### config.mk
export PLATFORM = sky130hd
export DESIGN_NAME = day_number_to_year_month
export DESIGN_NICKNAME = d
export VERILOG_FILES = /design/src/hw/rtl/dnym_pkg.sv /design/src/hw/rtl/day_number_to_year_month.sv /design/src/hw/rtl/dnym_ctrl.sv /design/src/hw/rtl/dnym_datapath.sv
export SDC_FILE = /design/constraint.sdc
export NUM_CORES = 1
export LEC_CHECK = 0
export ABC_AREA = 1
export BUFFER_PORTS_ARGS = -buffer_cell sky130_fd_sc_hd__buf_2
export CAP_MARGIN = 20
export CORE_MARGIN = 3
export CORE_UTILIZATION = 25
export CTS_BUF_LIST = sky130_fd_sc_hd__clkbuf_4
export DETAILED_ROUTE_END_ITERATION = 8
export MAX_ROUTING_LAYER = met4
export PLACE_DENSITY = 0.51
export SYNTH_ARGS = -nofsm -noshare
export SYNTH_HDL_FRONTEND = slang
export SYNTH_SLANG_ARGS = --single-unit
### constraint.sdc
create_clock -name clk_i -period 7.1 [get_ports clk_i]
set_clock_uncertainty 0.1 [all_clocks]
set_input_delay 2.13 -clock clk_i [delete_from_list [all_inputs] [get_ports clk_i]]
set_output_delay 2.13 -clock clk_i [all_outputs]
set_load 0.005 [all_outputs]
### src/hw/rtl/dnym_pkg.sv
// Shared types, constants and calendar helpers for the day-number-to-month block.
`timescale 1ns / 1ps

package dnym_pkg;

  // Signed width for day numbers and month-start values over all legal spans.
  localparam int DAY_W = 20;
  localparam int IN_W = 17;
  localparam int YEAR_W = 12;
  localparam int MONTH_W = 4;
  localparam int MIDX_W = 11;
  localparam int IN_TDATA_W = 24;
  localparam int OUT_TDATA_W = 32;

  localparam logic [MONTH_W-1:0] MONTH_JAN = 4'd0;
  localparam logic [MONTH_W-1:0] MONTH_MAR = 4'd2;
  localparam logic [MONTH_W-1:0] MONTH_DEC = 4'd11;

  typedef enum logic [1:0] {
    ST_IDLE,
    ST_YEAR,
    ST_MONTH,
    ST_FINISH
  } state_e;

  typedef struct packed {
    logic load;
    logic year_step;
    logic month_init;
    logic month_step;
    logic finish;
  } cmd_t;

  typedef struct packed {
    logic range_miss;
    logic year_done;
    logic month_done;
  } sts_t;

  // Day number of y-m-d counted from 1970-01-01; used at elaboration only.
  function automatic int days_from_civil(int y, int m, int d);
    int yy;
    int era;
    int yoe;
    int mp;
    int doy;
    int doe;
    yy  = (m <= 2) ? (y - 1) : y;
    era = yy / 400;
    yoe = yy - era * 400;
    mp  = (m > 2) ? (m - 3) : (m + 9);
    doy = (153 * mp + 2) / 5 + d - 1;
    doe = yoe * 365 + yoe / 4 - yoe / 100 + doy;
    return era * 146097 + doe - 719468;
  endfunction

  function automatic logic is_leap(int y);
    return ((y % 4) == 0) && (((y % 100) != 0) || ((y % 400) == 0));
  endfunction

  // Days from January 1 to the first of month m (0 = January), common year.
  function automatic logic [8:0] month_offset(logic [MONTH_W-1:0] m);
    logic [8:0] off;
    case (m)
      4'd0:    off = 9'd0;
      4'd1:    off = 9'd31;
      4'd2:    off = 9'd59;
      4'd3:    off = 9'd90;
      4'd4:    off = 9'd120;
      4'd5:    off = 9'd151;
      4'd6:    off = 9'd181;
      4'd7:    off = 9'd212;
      4'd8:    off = 9'd243;
      4'd9:    off = 9'd273;
      4'd10:   off = 9'd304;
      4'd11:   off = 9'd334;
      default: off = 9'd0;
    endcase
    return off;
  endfunction

endpackage

### src/hw/rtl/day_number_to_year_month.sv
// Top level: day number since 1970-01-01 to Gregorian year, month and month index.
`timescale 1ns / 1ps

// Channel   Dir  Handshake          Payload (low bit up)
// s_axis    in   tvalid/tready      tdata: day_number[16:0], zero pad [23:17]
// m_axis    out  tvalid/tready      tdata: calendar_year[11:0], calendar_month[15:12],
//                                   month_index[26:16], zero pad [31:27]
//                                   tuser: out_of_range[0]
//
// One word at a time: an accept step, the binary search over year starts
// (log2 YEAR_SPAN probes, 7 at the default span), a step to latch the year
// base, 3 or 4 month probes, a step to see the month search settle, and a
// result step.
// The year-start table is the search loop's probe.
// Out-of-range days skip both searches.
// Reset clears the sequencer and the output valid only.
// The result sits in an output register; a new word is taken while it waits,
// and the sequencer only holds in its last step if the register is still full.

module day_number_to_year_month #(
  parameter int FIRST_YEAR = 1948,
  parameter int YEAR_SPAN  = 128
) (
  input  logic                                clk_i,
  input  logic                                rst_ni,
  input  logic                                s_axis_tvalid_i,
  output logic                                s_axis_tready_o,
  input  logic [dnym_pkg::IN_TDATA_W-1:0]     s_axis_tdata_i,   // day_number
  output logic                                m_axis_tvalid_o,
  input  logic                                m_axis_tready_i,
  output logic [dnym_pkg::OUT_TDATA_W-1:0]    m_axis_tdata_o,   // year, month, month_index
  output logic [0:0]                          m_axis_tuser_o    // out_of_range
);
  import dnym_pkg::*;

  localparam logic [MIDX_W-1:0] LastIdx = MIDX_W'(12 * YEAR_SPAN - 1);

  cmd_t               cmd;
  sts_t               sts;
  logic [YEAR_W-1:0]  cal_year;
  logic [MONTH_W-1:0] cal_month;
  logic [MIDX_W-1:0]  month_idx;
  logic               oor;

  dnym_ctrl u_ctrl (
    .clk_i       (clk_i),
    .rst_ni      (rst_ni),
    .in_valid_i  (s_axis_tvalid_i),
    .in_ready_o  (s_axis_tready_o),
    .out_valid_o (m_axis_tvalid_o),
    .out_ready_i (m_axis_tready_i),
    .sts_i       (sts),
    .cmd_o       (cmd)
  );

  dnym_datapath #(
    .FIRST_YEAR (FIRST_YEAR),
    .YEAR_SPAN  (YEAR_SPAN)
  ) u_datapath (
    .clk_i            (clk_i),
    .day_number_i     ($signed(s_axis_tdata_i[IN_W-1:0])),
    .cmd_i            (cmd),
    .sts_o            (sts),
    .calendar_year_o  (cal_year),
    .calendar_month_o (cal_month),
    .month_index_o    (month_idx),
    .out_of_range_o   (oor)
  );

  // Pack result fields from the low bit up, pad to whole bytes.
  assign m_axis_tdata_o = OUT_TDATA_W'({month_idx, cal_month, cal_year});
  assign m_axis_tuser_o = oor;

  // A taken word leaves the sequencer busy on the next cycle.
  assert property (@(posedge clk_i) disable iff (!rst_ni)
    s_axis_tvalid_i && s_axis_tready_o |=> !s_axis_tready_o)
    else $error("input taken twice without a search in between");

  // Month of year stays in 1..12 whenever a result is shown.
  assert property (@(posedge clk_i) disable iff (!rst_ni)
    m_axis_tvalid_o |-> (cal_month >= 4'd1) && (cal_month <= 4'd12))
    else $error("month out of 1..12");

  // A saturated result is the first or the last month.
  assert property (@(posedge clk_i) disable iff (!rst_ni)
    m_axis_tvalid_o && oor |-> (month_idx == '0) || (month_idx == LastIdx))
    else $error("out-of-range result not saturated");

endmodule

### src/hw/rtl/dnym_ctrl.sv
// Sequencer for the year search, month search and result hand-off.
`timescale 1ns / 1ps

module dnym_ctrl (
  input  logic          clk_i,
  input  logic          rst_ni,
  input  logic          in_valid_i,
  output logic          in_ready_o,
  output logic          out_valid_o,
  input  logic          out_ready_i,
  input  dnym_pkg::sts_t sts_i,
  output dnym_pkg::cmd_t cmd_o
);
  import dnym_pkg::*;

  state_e state_q, state_d;
  logic   out_valid_q, out_valid_d;
  logic   out_free;

  assign out_free = !out_valid_q || out_ready_i;

  always_comb begin
    state_d = state_q;
    unique case (state_q)
      ST_IDLE: begin
        if (in_valid_i) state_d = ST_YEAR;
      end
      ST_YEAR: begin
        if (sts_i.range_miss) state_d = ST_FINISH;
        else if (sts_i.year_done) state_d = ST_MONTH;
      end
      ST_MONTH: begin
        if (sts_i.month_done) state_d = ST_FINISH;
      end
      ST_FINISH: begin
        if (out_free) state_d = ST_IDLE;
      end
      default: state_d = ST_IDLE;
    endcase
  end

  always_comb begin
    cmd_o      = '0;
    in_ready_o = 1'b0;
    unique case (state_q)
      ST_IDLE: begin
        in_ready_o  = 1'b1;
        cmd_o.load  = in_valid_i;
      end
      ST_YEAR: begin
        if (!sts_i.range_miss) begin
          cmd_o.month_init = sts_i.year_done;
          cmd_o.year_step  = !sts_i.year_done;
        end
      end
      ST_MONTH: begin
        cmd_o.month_step = !sts_i.month_done;
      end
      ST_FINISH: begin
        cmd_o.finish = out_free;
      end
      default: ;
    endcase
  end

  always_comb begin
    out_valid_d = out_valid_q;
    if (out_ready_i) out_valid_d = 1'b0;
    if (cmd_o.finish) out_valid_d = 1'b1;
  end

  always_ff @(posedge clk_i or negedge rst_ni) begin
    if (!rst_ni) begin
      state_q     <= ST_IDLE;
      out_valid_q <= 1'b0;
    end else begin
      state_q     <= state_d;
      out_valid_q <= out_valid_d;
    end
  end

  assign out_valid_o = out_valid_q;

endmodule

### src/hw/rtl/dnym_datapath.sv
// Year-start table, search registers, probe compares and result registers.
`timescale 1ns / 1ps

module dnym_datapath #(
  parameter int FIRST_YEAR = 1948,
  parameter int YEAR_SPAN  = 128
) (
  input  logic                                clk_i,
  input  logic signed [dnym_pkg::IN_W-1:0]    day_number_i,
  input  dnym_pkg::cmd_t                      cmd_i,
  output dnym_pkg::sts_t                      sts_o,
  output logic [dnym_pkg::YEAR_W-1:0]         calendar_year_o,
  output logic [dnym_pkg::MONTH_W-1:0]        calendar_month_o,
  output logic [dnym_pkg::MIDX_W-1:0]         month_index_o,
  output logic                                out_of_range_o
);
  import dnym_pkg::*;

  localparam int YW    = (YEAR_SPAN > 1) ? $clog2(YEAR_SPAN) : 1;
  localparam int IDX_W = $clog2(12 * YEAR_SPAN);

  typedef logic [YEAR_SPAN-1:0][DAY_W-1:0] ystart_t;

  function automatic ystart_t build_ystart();
    ystart_t t;
    for (int i = 0; i < YEAR_SPAN; i++) begin
      t[i] = DAY_W'(days_from_civil(FIRST_YEAR + i, 1, 1));
    end
    return t;
  endfunction

  function automatic logic [YEAR_SPAN-1:0] build_leap();
    logic [YEAR_SPAN-1:0] t;
    for (int i = 0; i < YEAR_SPAN; i++) begin
      t[i] = is_leap(FIRST_YEAR + i);
    end
    return t;
  endfunction

  localparam ystart_t              YStart  = build_ystart();
  localparam logic [YEAR_SPAN-1:0] YLeap   = build_leap();
  localparam logic [DAY_W-1:0]     SpanEnd =
    DAY_W'(days_from_civil(FIRST_YEAR + YEAR_SPAN, 1, 1));
  localparam logic [YW-1:0]        YLast   = YW'(YEAR_SPAN - 1);

  logic signed [DAY_W-1:0] x_q;
  logic                    below_q, above_q;
  logic [YW-1:0]           ylo_q, yhi_q;
  logic [MONTH_W-1:0]      mlo_q, mhi_q;
  logic [DAY_W-1:0]        base_q;
  logic                    leap_q;

  logic signed [DAY_W-1:0] x_ext;
  logic [YW-1:0]           ymid;
  logic [MONTH_W-1:0]      mmid;
  logic signed [DAY_W-1:0] ystart_mid;
  logic signed [DAY_W-1:0] mstart_mid;
  logic                    ytake, mtake;
  logic [YW-1:0]           yres;
  logic [MONTH_W-1:0]      mres;
  logic [IDX_W-1:0]        idx_full;

  assign x_ext = DAY_W'(day_number_i);

  // Upper-middle probe so that lo always moves or hi shrinks.
  assign ymid = YW'(({1'b0, ylo_q} + {1'b0, yhi_q} + (YW+1)'(1)) >> 1);
  assign mmid = MONTH_W'(({1'b0, mlo_q} + {1'b0, mhi_q} + 5'd1) >> 1);

  assign ystart_mid = $signed(YStart[ymid]);
  assign mstart_mid = $signed(base_q) + $signed(DAY_W'(month_offset(mmid)))
                    + $signed(DAY_W'(leap_q && (mmid >= MONTH_MAR)));

  assign ytake = ystart_mid <= x_q;
  assign mtake = mstart_mid <= x_q;

  assign sts_o.range_miss = below_q || above_q;
  assign sts_o.year_done  = ylo_q == yhi_q;
  assign sts_o.month_done = mlo_q == mhi_q;

  always_comb begin
    if (below_q) begin
      yres = '0;
      mres = MONTH_JAN;
    end else if (above_q) begin
      yres = YLast;
      mres = MONTH_DEC;
    end else begin
      yres = ylo_q;
      mres = mlo_q;
    end
    idx_full = IDX_W'({yres, 3'b000}) + IDX_W'({yres, 2'b00}) + IDX_W'(mres);
  end

  always_ff @(posedge clk_i) begin
    if (cmd_i.load) begin
      x_q     <= x_ext;
      below_q <= x_ext < $signed(YStart[0]);
      above_q <= x_ext >= $signed(SpanEnd);
      ylo_q   <= '0;
      yhi_q   <= YLast;
    end
    if (cmd_i.year_step) begin
      if (ytake) ylo_q <= ymid;
      else       yhi_q <= ymid - YW'(1);
    end
    if (cmd_i.month_init) begin
      base_q <= YStart[ylo_q];
      leap_q <= YLeap[ylo_q];
      mlo_q  <= MONTH_JAN;
      mhi_q  <= MONTH_DEC;
    end
    if (cmd_i.month_step) begin
      if (mtake) mlo_q <= mmid;
      else       mhi_q <= mmid - 4'd1;
    end
    if (cmd_i.finish) begin
      calendar_year_o  <= YEAR_W'(FIRST_YEAR) + YEAR_W'(yres);
      calendar_month_o <= mres + 4'd1;
      month_index_o    <= MIDX_W'(idx_full);
      out_of_range_o   <= below_q || above_q;
    end
  end

endmodule
==> summary.md, run 1 <==
| Metric | Value |
|---|---|
| DRC viols | 0 |
| Worst hold path class | reg2reg |
| FMAX | 176.8 MHz |
| DR pass1 iterations | 6 |
| Vias per Instance | 4.862 |
| Latest clock arrival within the worst-skew pair | 0.53 ns |
| Layout Nets | 1628 |
| HPWL after DPL | 22530 um |
| RePlAce Congestion | 0.9258 |
| Post-DRT Antenna Nets | 0 |
| CTS tree | done |
| Avg WL per Cell | 14.82 um |
| Synth cell types | 50 |
| Slowest Stage Delay on Critical Path | 0.53 ns |
| Worst Tran Pin Value | 1.166 ns |
| Setup TNS | 0 ns |
| First-pass GRT wire length | 48090 um |
| Worst rel slew slack | 0.2199 |
| Htree depth | 3 |
| Worst Setup End Kind | flop |
| Die X | 203.3 um |
| Most used DFF post-synth | edfxtp_1 |
| Area delta synth->final | 8.345% |
| Commonest non-fill, non-tap cell in the layout | nand2_1 |
| DRT iter0 DRCs | 873 |
| Commonest cells after routing, fill and taps aside | nand2_1, inv_1, nand3_1 |
| Final WL | 29700 um |
| Cell mode on critical path | nand2_1 |
| IO Port Bufs | 50 |
| Crit-path slowest cell | xnor2_1 |
| Via count | 9744 |
| Largest family of logic cells by synthesized area | simple AND/OR/NAND/NOR gates |
| Post-synthesis compound-gate area fraction | 0.1429 |
| Yosys reg bits | 90 |
| Post-CTS Setup Inserts | 0 |
| Die H | 203.3 um |
| Num rows | 71 |
| Unrepaired setup endpoints after global routing | false |
| XOR/XNOR Fraction of Synth Area | 0.02520 |
| Syn Inst Count | 1463 |
| Worst-path clk slew | 0.15 ns |
| IO Pins | 63 |
| Critical path type | reg2reg |
| # hold bufs at CTS | 0 |
| Total grt overflow | 0 |
| Status | complete, no violations |
| Die ar. | 41320 sq um |
| GRT Overall Usage | 0.1466 |
| CP max FO | 8 |
| Post-CTS Resized | 0 |
| Antenna violations before repair | 2 |
| Yosys synthesis warning count | 0 |
| Final Setup Violations | 0 |
| Maximum buffer depth of the clock tree | 2 |
| Worst Path Required | 7.41 ns |
| Post-Synth Simple-Gate Area | 0.3265 |
| Syn avg cell area | 6.651 sq um |
| Root Driver | clkbuf_4 |
| Crit path DAT | 5.97 ns |
| Tmin final | 5.657 ns |
| Initial Utilization | 0.2559 |
| Max cap viols | 0 |
| Final slew viol count | 0 |
| Crit start category | flop |
| Ys async rst share | 0.03333 |
| Layout cells sized above 1 | 0.06975 |
| Vias in the first global route | 9128 |
| CTS Buf Count | 9 |
| Synth Area in Adders | 0.1512 |
| Post-synth EDFFs | 65 |
| Post-synthesis sequential area ratio | 0.2536 |
| Largest net degree at the start of global routing | 56 |
| Clk sink count | 90 |
| CORE AREA | 38020 sq um |
| Final hold violations | 0 |
| Final period util | 0.7968 |
| Post-Synthesis Cell Area | 9731 sq um |
| Mux cell area share after synthesis | 0 |
==> routing by layer <==
| metal | vias up | share of wire | global-route usage |
|---|---|---|---|
| li1 | 4877 | - | - |
| met1 | 4483 | 0.47 | 0.1967 |
| met2 | 327 | 0.44 | 0.2261 |
| met3 | 57 | 0.062 | 0.02666 |
| met4 | 0 | 0.028 | 0.04351 |
| met5 | - | 0 | - |
==> worst paths after layout <==
path	cells after the start	startpoint	slack (ns)	end
setup / recovery	30	u_datapath.mhi_q[0]	1.44	u_datapath.mlo_q[3]
min in group asynchronous	1	rst_ni	1.27	u_ctrl.out_valid_o
hold reg to reg	2	u_datapath.mhi_q[2]	0.40	u_datapath.mhi_q[2]
max in group asynchronous	1	rst_ni	5.52	u_ctrl.state_q[0]
hold / removal	2	u_datapath.mhi_q[2]	0.40	u_datapath.mhi_q[2]
setup reg to reg	30	u_datapath.mhi_q[0]	1.44	u_datapath.mlo_q[3]
==> through the flow <==
stage | util | instances | area, sq um | hold WS [ns] | setup slack, ns
2_1_floorplan | - | 1467 | 9746 | 0.3523 | 2.297
3_3_place_gp | 0.2737 | 1985 | 10410 | 0.3846 | 1.501
6_report | 0.2773 | 2004 | 10540 | 0.4025 | 1.443
4_1_cts | 0.2771 | 2002 | 10540 | 0.4099 | 1.436
3_5_place_dp | 0.2741 | 1986 | 10420 | 0.3899 | 1.456
5_1_grt | 0.2773 | 2004 | 10540 | 0.4407 | 0.8682
==> sequential cells by signal (all words and copies together), names as in the netlist <==
| name | count |
|---|---|
| u_datapath.ylo_q | 7 |
| u_datapath.below_q | 1 |
| u_datapath.base_q | 17 |
| u_datapath.above_q | 1 |
| u_datapath.mhi_q | 4 |
| u_datapath.month_index_o | 11 |
| u_datapath.x_q | 17 |
| u_datapath.calendar_month_o | 4 |
| u_datapath.mlo_q | 4 |
| u_ctrl.state_q | 2 |
| u_datapath.out_of_range_o | 1 |
| u_datapath.calendar_year_o | 12 |
| u_datapath.yhi_q | 7 |
| u_datapath.leap_q | 1 |
| u_ctrl.out_valid_o | 1 |
==> critical path, delay by kind of cell, from the launching register on <==
family                   cells  cell delay (ns)
AO/OA/AOI/OAI                4             0.83
flip-flops                   1             0.36
AND/OR/NAND/NOR             14             1.51
adder cells (fa/ha/maj)      5             1.52
buffers and inverters        5             0.52
XOR/XNOR                     2             0.69
==> synthesized netlist by cell type (7+ instances only) <==
cell type	n	area, sq um
a21oi_1	90	450.4
nand2_2	12	75.07
dfxtp_1	22	440.4
nand2_1	458	1719
nand3_1	130	650.6
nand4_1	14	87.58
buf_4	9	67.56
o31ai_1	9	67.56
nor2_1	108	405.4
o211ai_1	16	120.1
inv_1	176	660.6
o22ai_1	7	43.79
nand3b_1	7	52.55
a31oi_1	13	81.33
buf_2	18	90.09
o21ai_0	86	430.4
ha_1	108	1351
xor2_1	16	140.1
clkbuf_1	13	48.80
xnor2_1	12	105.1
edfxtp_1	65	1952
==> layout make-up <==
class	count	area (sq um)
tap	511	639.4
clock buffer	9	67.56
timing repair buffer	59	325.3
clock inverter	7	50.05
sequential	90	2467
antenna	2	5.005
multi-input combinational	1145	6309
inverter	181	679.4
fill	4297	27480
==> logic make-up after synthesis <==
family,Yosys count
other cells,1
fa+ha+maj,114
xor+xnor,28
flops,90
simple gates,754
buf+inv,232
compound gates,244
Power of run 1 is left out: the tool's default activity adds up to more than one toggle a clock period on the data nets, which glitch-free logic cannot reach.
==> inputs of run 2 (changes only) <==
--- a/config.mk
+++ b/config.mk
@@ -13,7 +13,7 @@
 export CTS_BUF_LIST = sky130_fd_sc_hd__clkbuf_4
 export DETAILED_ROUTE_END_ITERATION = 8
 export MAX_ROUTING_LAYER = met4
-export PLACE_DENSITY = 0.51
+export PLACE_DENSITY = 0.52
 export SYNTH_ARGS = -nofsm -noshare
 export SYNTH_HDL_FRONTEND = slang
 export SYNTH_SLANG_ARGS = --single-unit
==> constraint.sdc (replaced) <==
create_clock -name clk_i -period 4.8 [get_ports clk_i]
set_clock_uncertainty 0.1 [all_clocks]
set_input_delay 1.44 -clock clk_i [delete_from_list [all_inputs] [get_ports clk_i]]
set_output_delay 1.44 -clock clk_i [all_outputs]
set_load 0.005 [all_outputs]
==> run 2 against run 1 <==
Maximum frequency increased by 19%. Die area unchanged. Final cell count increased by 3.4%. Sequential cell count unchanged. Critical endpoint is now u_datapath.mhi_q[1]. Largest cell class unchanged. Highest routed layer unchanged.
==> summary.md, run 2 (synthesis results as in run 1) <==
| Metric | Value |
|---|---|
| Max cap viols | 0 (unchanged) |
| Root Driver | clkbuf_4 (unchanged) |
| FMAX | 210.2 MHz (was 176.8 MHz) |
| Post-layout util | 0.2992 (was 0.2773) |
| Commonest cells after routing, fill and taps aside | nand2_1, inv_1, nand3_1 (unchanged) |
| Final slew viol count | 0 (unchanged) |
| DRT iter0 DRCs | 855 (was 873) |
| Unrepaired setup endpoints after global routing | true (was false) |
| Worst rel slew slack | 0.3914 (was 0.2199) |
| # hold bufs at CTS | 0 (unchanged) |
| Layout Nets | 1697 (was 1628) |
| GRT Overall Usage | 0.1466 (about the same) |
| CTS Buf Count | 9 (unchanged) |
| Grt met2 use | 0.2296 (was 0.2261) |
| Met3 GRT Util | 0.01836 (was 0.02666) |
| Avg WL per Cell | 14.66 um (was 14.82 um) |
| Layout cells sized above 1 | 0.1494 (was 0.06975) |
| Post-DRT Antenna Nets | 0 (unchanged) |
| CP max FO | 6 (was 8) |
| Latest clock arrival within the worst-skew pair | 0.51 ns (was 0.53 ns) |
| Antenna violations before repair | 1 (was 2) |
| Pre-CTS setup slack | -0.1601 ns (was 1.456 ns) |
| IO Pins | 63 (unchanged) |
| Worst Setup End Kind | flop (unchanged) |
| HPWL after DPL | 23080 um (was 22530 um) |
| Worst-path clk slew | 0.16 ns (was 0.15 ns) |
| Final WL | 30390 um (was 29700 um) |
| Htree depth | 3 (unchanged) |
| Vias per Instance | 4.819 (was 4.862) |
| Final hold violations | 0 (unchanged) |
| Critical path type | reg2reg (unchanged) |
| IO Port Bufs | 50 (unchanged) |
| Vias in the first global route | 9340 (was 9128) |
| Busiest layer in global routing | met2 (unchanged) |
| Storage cell area | 2469 sq um (was 2467 sq um) |
| Area delta synth->final | 16.91% (was 8.345%) |
| Commonest non-fill, non-tap cell in the layout | nand2_1 (unchanged) |
| Via count | 9990 (was 9744) |
| Die ar. | 41320 sq um (unchanged) |
| Initial Utilization | 0.2559 (unchanged) |
| Leading registers by flop count | u_datapath.base_q x17, u_datapath.x_q x17, u_datapath.calendar_year_o x12 (unchanged) |
| Largest net degree at the start of global routing | 47 (was 56) |
| DR pass1 iterations | 5 (was 6) |
| Crit start category | flop (unchanged) |
| Crit-path slowest cell | fa_2 (was xnor2_1) |
| Cell mode on critical path | nand2_1 (unchanged) |
| CTS tree | done (unchanged) |
| Die X | 203.3 um (unchanged) |
| Final period util | 0.9910 (was 0.7968) |
| First-pass GRT wire length | 48560 um (was 48090 um) |
| Status | complete, no violations (unchanged) |
| Final Setup Violations | 0 (unchanged) |
| Worst hold path class | reg2reg (unchanged) |
| CORE AREA | 38020 sq um (unchanged) |
| Tmin final | 4.757 ns (was 5.657 ns) |
| Clk sink count | 90 (unchanged) |
| Multi-input combinational cell area | 6593 sq um (was 6309 sq um) |
| Crit path DAT | 5.07 ns (was 5.97 ns) |
| RePlAce Congestion | 0.9409 (was 0.9258) |
| DRC viols | 0 (unchanged) |
| Maximum buffer depth of the clock tree | 2 (unchanged) |
| Worst Path Required | 5.11 ns (was 7.41 ns) |
| Total grt overflow | 0 (unchanged) |
| Num rows | 71 (unchanged) |
| PnR worst setup slack | 0.04327 ns (was 1.443 ns) |
| # fillers | 4246 (was 4297) |
| Die H | 203.3 um (unchanged) |
| Slowest Stage Delay on Critical Path | 0.70 ns (was 0.53 ns) |
| Worst Tran Pin Value | 0.9119 ns (was 1.166 ns) |
| Met1 usage | 0.2018 (was 0.1967) |
run 2: final cells by class:
class | instances | share of cell area
Multi-Input combinational cell | 1145 | 0.5795
Sequential cell | 90 | 0.2170
Timing Repair Buffer | 128 | 0.07523
Inverter | 181 | 0.05983
Tap cell | 511 | 0.05620
Clock buffer | 9 | 0.005939
Clock inverter | 7 | 0.005829
Antenna cell | 2 | 0.0004399
run 2: metal layers:
| metal | up-vias | wire, um |
|---|---|---|
| met1 | 4570 | 14350 |
| met4 | 0 | 510 |
| met5 | - | 0 |
| met3 | 45 | 1741 |
| li1 | 5019 | - |
| met2 | 356 | 13780 |
run 2: final timing paths:
path | from | endpoint | slack [ns] | cells after the start
setup reg to reg | u_datapath.mlo_q[0] | u_datapath.mhi_q[1] | 0.04 | 29
hold / removal | u_datapath.mhi_q[2] | u_datapath.mhi_q[2] | 0.39 | 2
setup / recovery | u_datapath.mlo_q[0] | u_datapath.mhi_q[1] | 0.04 | 29
min in group asynchronous | rst_ni | u_ctrl.out_valid_o | 0.58 | 1
max in group asynchronous | rst_ni | u_ctrl.state_q[1] | 3.87 | 1
hold reg to reg | u_datapath.mhi_q[2] | u_datapath.mhi_q[2] | 0.39 | 2
run 2: worst max-delay path, delay by kind of cell (launching register included):
| kind | cells | cell delay, ns |
|---|---|---|
| adder cells (fa/ha/maj) | 5 | 1.67 |
| AND/OR/NAND/NOR | 14 | 1.44 |
| AO/OA/AOI/OAI | 5 | 0.64 |
| flip-flops | 1 | 0.35 |
| buffers and inverters | 4 | 0.30 |
| XOR/XNOR | 1 | 0.16 |
run 2: timing repair:
item | CTS | global route
gates cloned | 0 | 0
pin swaps | 0 | 35
gates resized for setup | 10 | 68
endpoints found under the hold margin | 0 | 0
setup endpoints to repair | 8 | 22
buffers inserted | 0 | 6
run 2: metrics by stage:
stage	TNS, ns	cell area [sq um]	instances	hold slack [ns]
after global routing	-1.780	11370	2072	0.4226
after CTS	0	11070	2065	0.3975
after floorplan	0	9753	1467	0.3523
after global placement	-0.7459	10900	2048	0.3760
final	0	11380	2073	0.3929
after detailed placement	-1.021	10910	2049	0.3711
Power of run 2 is left out for the same reason.
==> inputs of run 3 (changes only) <==
--- a/config.mk
+++ b/config.mk
@@ -8,12 +8,16 @@
 export ABC_AREA = 1
 export BUFFER_PORTS_ARGS = -buffer_cell sky130_fd_sc_hd__buf_2
 export CAP_MARGIN = 20
+export CELL_PAD_IN_SITES_DETAIL_PLACEMENT = 1
+export CELL_PAD_IN_SITES_GLOBAL_PLACEMENT = 1
 export CORE_MARGIN = 3
 export CORE_UTILIZATION = 25
 export CTS_BUF_LIST = sky130_fd_sc_hd__clkbuf_4
+export CTS_CLUSTER_DIAMETER = 50
 export DETAILED_ROUTE_END_ITERATION = 8
 export MAX_ROUTING_LAYER = met4
-export PLACE_DENSITY = 0.52
+export PLACE_DENSITY = 0.63
+export SETUP_SLACK_MARGIN = 0.02
 export SYNTH_ARGS = -nofsm -noshare
 export SYNTH_HDL_FRONTEND = slang
 export SYNTH_SLANG_ARGS = --single-unit
==> run 3 against run 2 <==
Non-clock buffer count grew 15. Final cell count grew 0.82%. Largest cell class unchanged. First-iteration DRC count down 37%. Hold slack better by 0.015 ns. Critical endpoint unchanged. Maximum frequency up 2.4%. Die area unchanged. Wire length grew 17%. Sequential share of layout area shrank 0.88 points. Critical path type unchanged. Register-to-register slack better by 0.11 ns.
==> summary.md, run 3 (synthesis results as in run 1) <==
| Metric | Value |
|---|---|
| Status | complete, no violations (unchanged) |
| Leading registers by flop count | u_datapath.base_q x17, u_datapath.x_q x17, u_datapath.calendar_year_o x12 (unchanged) |
| Vias per Instance | 4.910 (was 4.819) |
| Root Driver | clkbuf_4 (unchanged) |
| RePlAce Congestion | 0.9107 (was 0.9409) |
| Layout cells sized above 1 | 0.1867 (was 0.1494) |
| Final WL | 35670 um (was 30390 um) |
| CP max FO | 7 (was 6) |
| Initial Utilization | 0.2559 (unchanged) |
| Cell mode on critical path | nand2_1 (unchanged) |
| Commonest cells after routing, fill and taps aside | nand2_1, inv_1, nand3_1 (unchanged) |
| Final hold violations | 0 (unchanged) |
| Layout Nets | 1712 (was 1697) |
| DRC viols | 0 (unchanged) |
| Die ar. | 41320 sq um (unchanged) |
| Vias in the first global route | 10370 (was 9340) |
| Final instance area | 11880 sq um (was 11380 sq um) |
| Final period util | 0.9682 (was 0.9910) |
| IO Port Bufs | 50 (unchanged) |
| Htree depth | 3 (unchanged) |
| Worst Tran Pin Value | 0.9013 ns (was 0.9119 ns) |
| GRT Overall Usage | 0.1702 (was 0.1466) |
| Crit path DAT | 5.01 ns (was 5.07 ns) |
| Critical path type | reg2reg (unchanged) |
| # hold bufs at CTS | 0 (unchanged) |
| Area delta synth->final | 22.04% (was 16.91%) |
| Unrepaired setup endpoints after global routing | true (unchanged) |
| Largest net degree at the start of global routing | 54 (was 47) |
| Max cap viols | 0 (unchanged) |
| Die H | 203.3 um (unchanged) |
| CTS Buf Count | 9 (unchanged) |
| Crit-path slowest cell | dfxtp_2 (was fa_2) |
| Total grt overflow | 0 (unchanged) |
| Final Setup Violations | 0 (unchanged) |
| HPWL after DPL | 26560 um (was 23080 um) |
| DR pass1 iterations | 5 (unchanged) |
| IO Pins | 63 (unchanged) |
| Worst hold path class | reg2reg (unchanged) |
| Worst Setup End Kind | flop (unchanged) |
| Avg WL per Cell | 17.07 um (was 14.66 um) |
| Tmin final | 4.647 ns (was 4.757 ns) |
| Num rows | 71 (unchanged) |
| Via count | 10260 (was 9990) |
| Commonest non-fill, non-tap cell in the layout | nand2_1 (unchanged) |
| Latest clock arrival within the worst-skew pair | 0.53 ns (was 0.51 ns) |
| Final slew viol count | 0 (unchanged) |
| CTS tree | done (unchanged) |
| Antenna violations before repair | 1 (unchanged) |
| Worst Path Required | 5.16 ns (was 5.11 ns) |
| Area after DPL | 10920 sq um (was 10910 sq um) |
| CORE AREA | 38020 sq um (unchanged) |
| Worst-path clk slew | 0.15 ns (was 0.16 ns) |
| Setup TNS | 0 ns (unchanged) |
| DRT iter0 DRCs | 536 (was 855) |
| Post-DRT Antenna Nets | 0 (unchanged) |
| Clk sink count | 90 (unchanged) |
| Slowest Stage Delay on Critical Path | 0.37 ns (was 0.70 ns) |
| FMAX | 215.2 MHz (was 210.2 MHz) |
| Die X | 203.3 um (unchanged) |
| Maximum buffer depth of the clock tree | 2 (unchanged) |
| Crit start category | flop (unchanged) |
| Worst rel slew slack | 0.3985 (was 0.3914) |
| First-pass GRT wire length | 55590 um (was 48560 um) |
-- run 3: changes by cell type in the layout (fill, tap and decap cells not counted), moves of 6 or more --
| cell | previous run | this run |
|---|---|---|
| buf_6 | 0 | 7 |
| o21ai_0 | 79 | 71 |
| nand2_1 | 450 | 436 |
| ha_4 | 6 | 12 |
| ha_1 | 102 | 93 |
| nand2_2 | 18 | 30 |
| o21ai_1 | 4 | 10 |
| buf_4 | 76 | 82 |
-- run 3: final cells by class --
class	count	area [sq um]
clock buffers	9	67.56
well taps	511	639.4
multi-input cells	1145	6867
clock inverters	7	98.84
fillers	4842	26150
flip-flops and latches	90	2472
inverters	181	700.7
repair buffers	143	1020
diodes	4	10.01
-- run 3: per-layer routing --
metal	up-vias	track usage	wire (um)
li1	5047	-	-
met1	4959	0.2276	16940
met2	212	0.2768	16950
met3	44	0.01979	1110
met4	0	0.03982	668
met5	-	-	0
-- run 3: what timing repair did --
action                                  in CTS  in global routing
setup buffers                                4                 18
endpoints found under the setup margin      13                 22
gates cloned                                 0                  0
gates resized for setup                     49                113
hold endpoints to repair                     0                  0
pin swaps                                   20                 49
-- run 3: worst max-delay path: cells and delay by family (launching register included) --
family | cells | cell delay [ns]
and+or+nand+nor | 19 | 1.65
adders and majority gates | 3 | 0.89
AOI/OAI and AO/OA | 5 | 0.84
buffers and inverters | 6 | 0.73
DFF | 1 | 0.37
-- run 3: path summary, 6_finish.rpt --
| kind | endpoint | cells after the start | slack, ns | start |
|---|---|---|---|---|
| max in group asynchronous | u_ctrl.state_q[1] | 1 | 3.90 | rst_ni |
| max reg2reg | u_datapath.mhi_q[1] | 33 | 0.15 | u_datapath.mhi_q[1] |
| min reg2reg | u_datapath.mhi_q[2] | 2 | 0.41 | u_datapath.mhi_q[2] |
| min | u_datapath.mhi_q[2] | 2 | 0.41 | u_datapath.mhi_q[2] |
| max | u_datapath.mhi_q[1] | 33 | 0.15 | u_datapath.mhi_q[1] |
| min in group asynchronous | u_ctrl.out_valid_o | 1 | 0.57 | rst_ni |
-- run 3: per-stage QoR --
stage               hold WS (ns)  instances  worst slack (ns)  utilization
detailed placement        0.3890       2048           -0.2911       0.2872
global placement          0.3894       2047           -0.1697       0.2868
CTS                       0.4088       2068           0.02376       0.2964
global route              0.4438       2090           -0.2155       0.3123
finish                    0.4075       2090            0.1527       0.3123
floorplan                 0.3523       1467            0.1280            -
Power of run 3 is left out for the same reason.
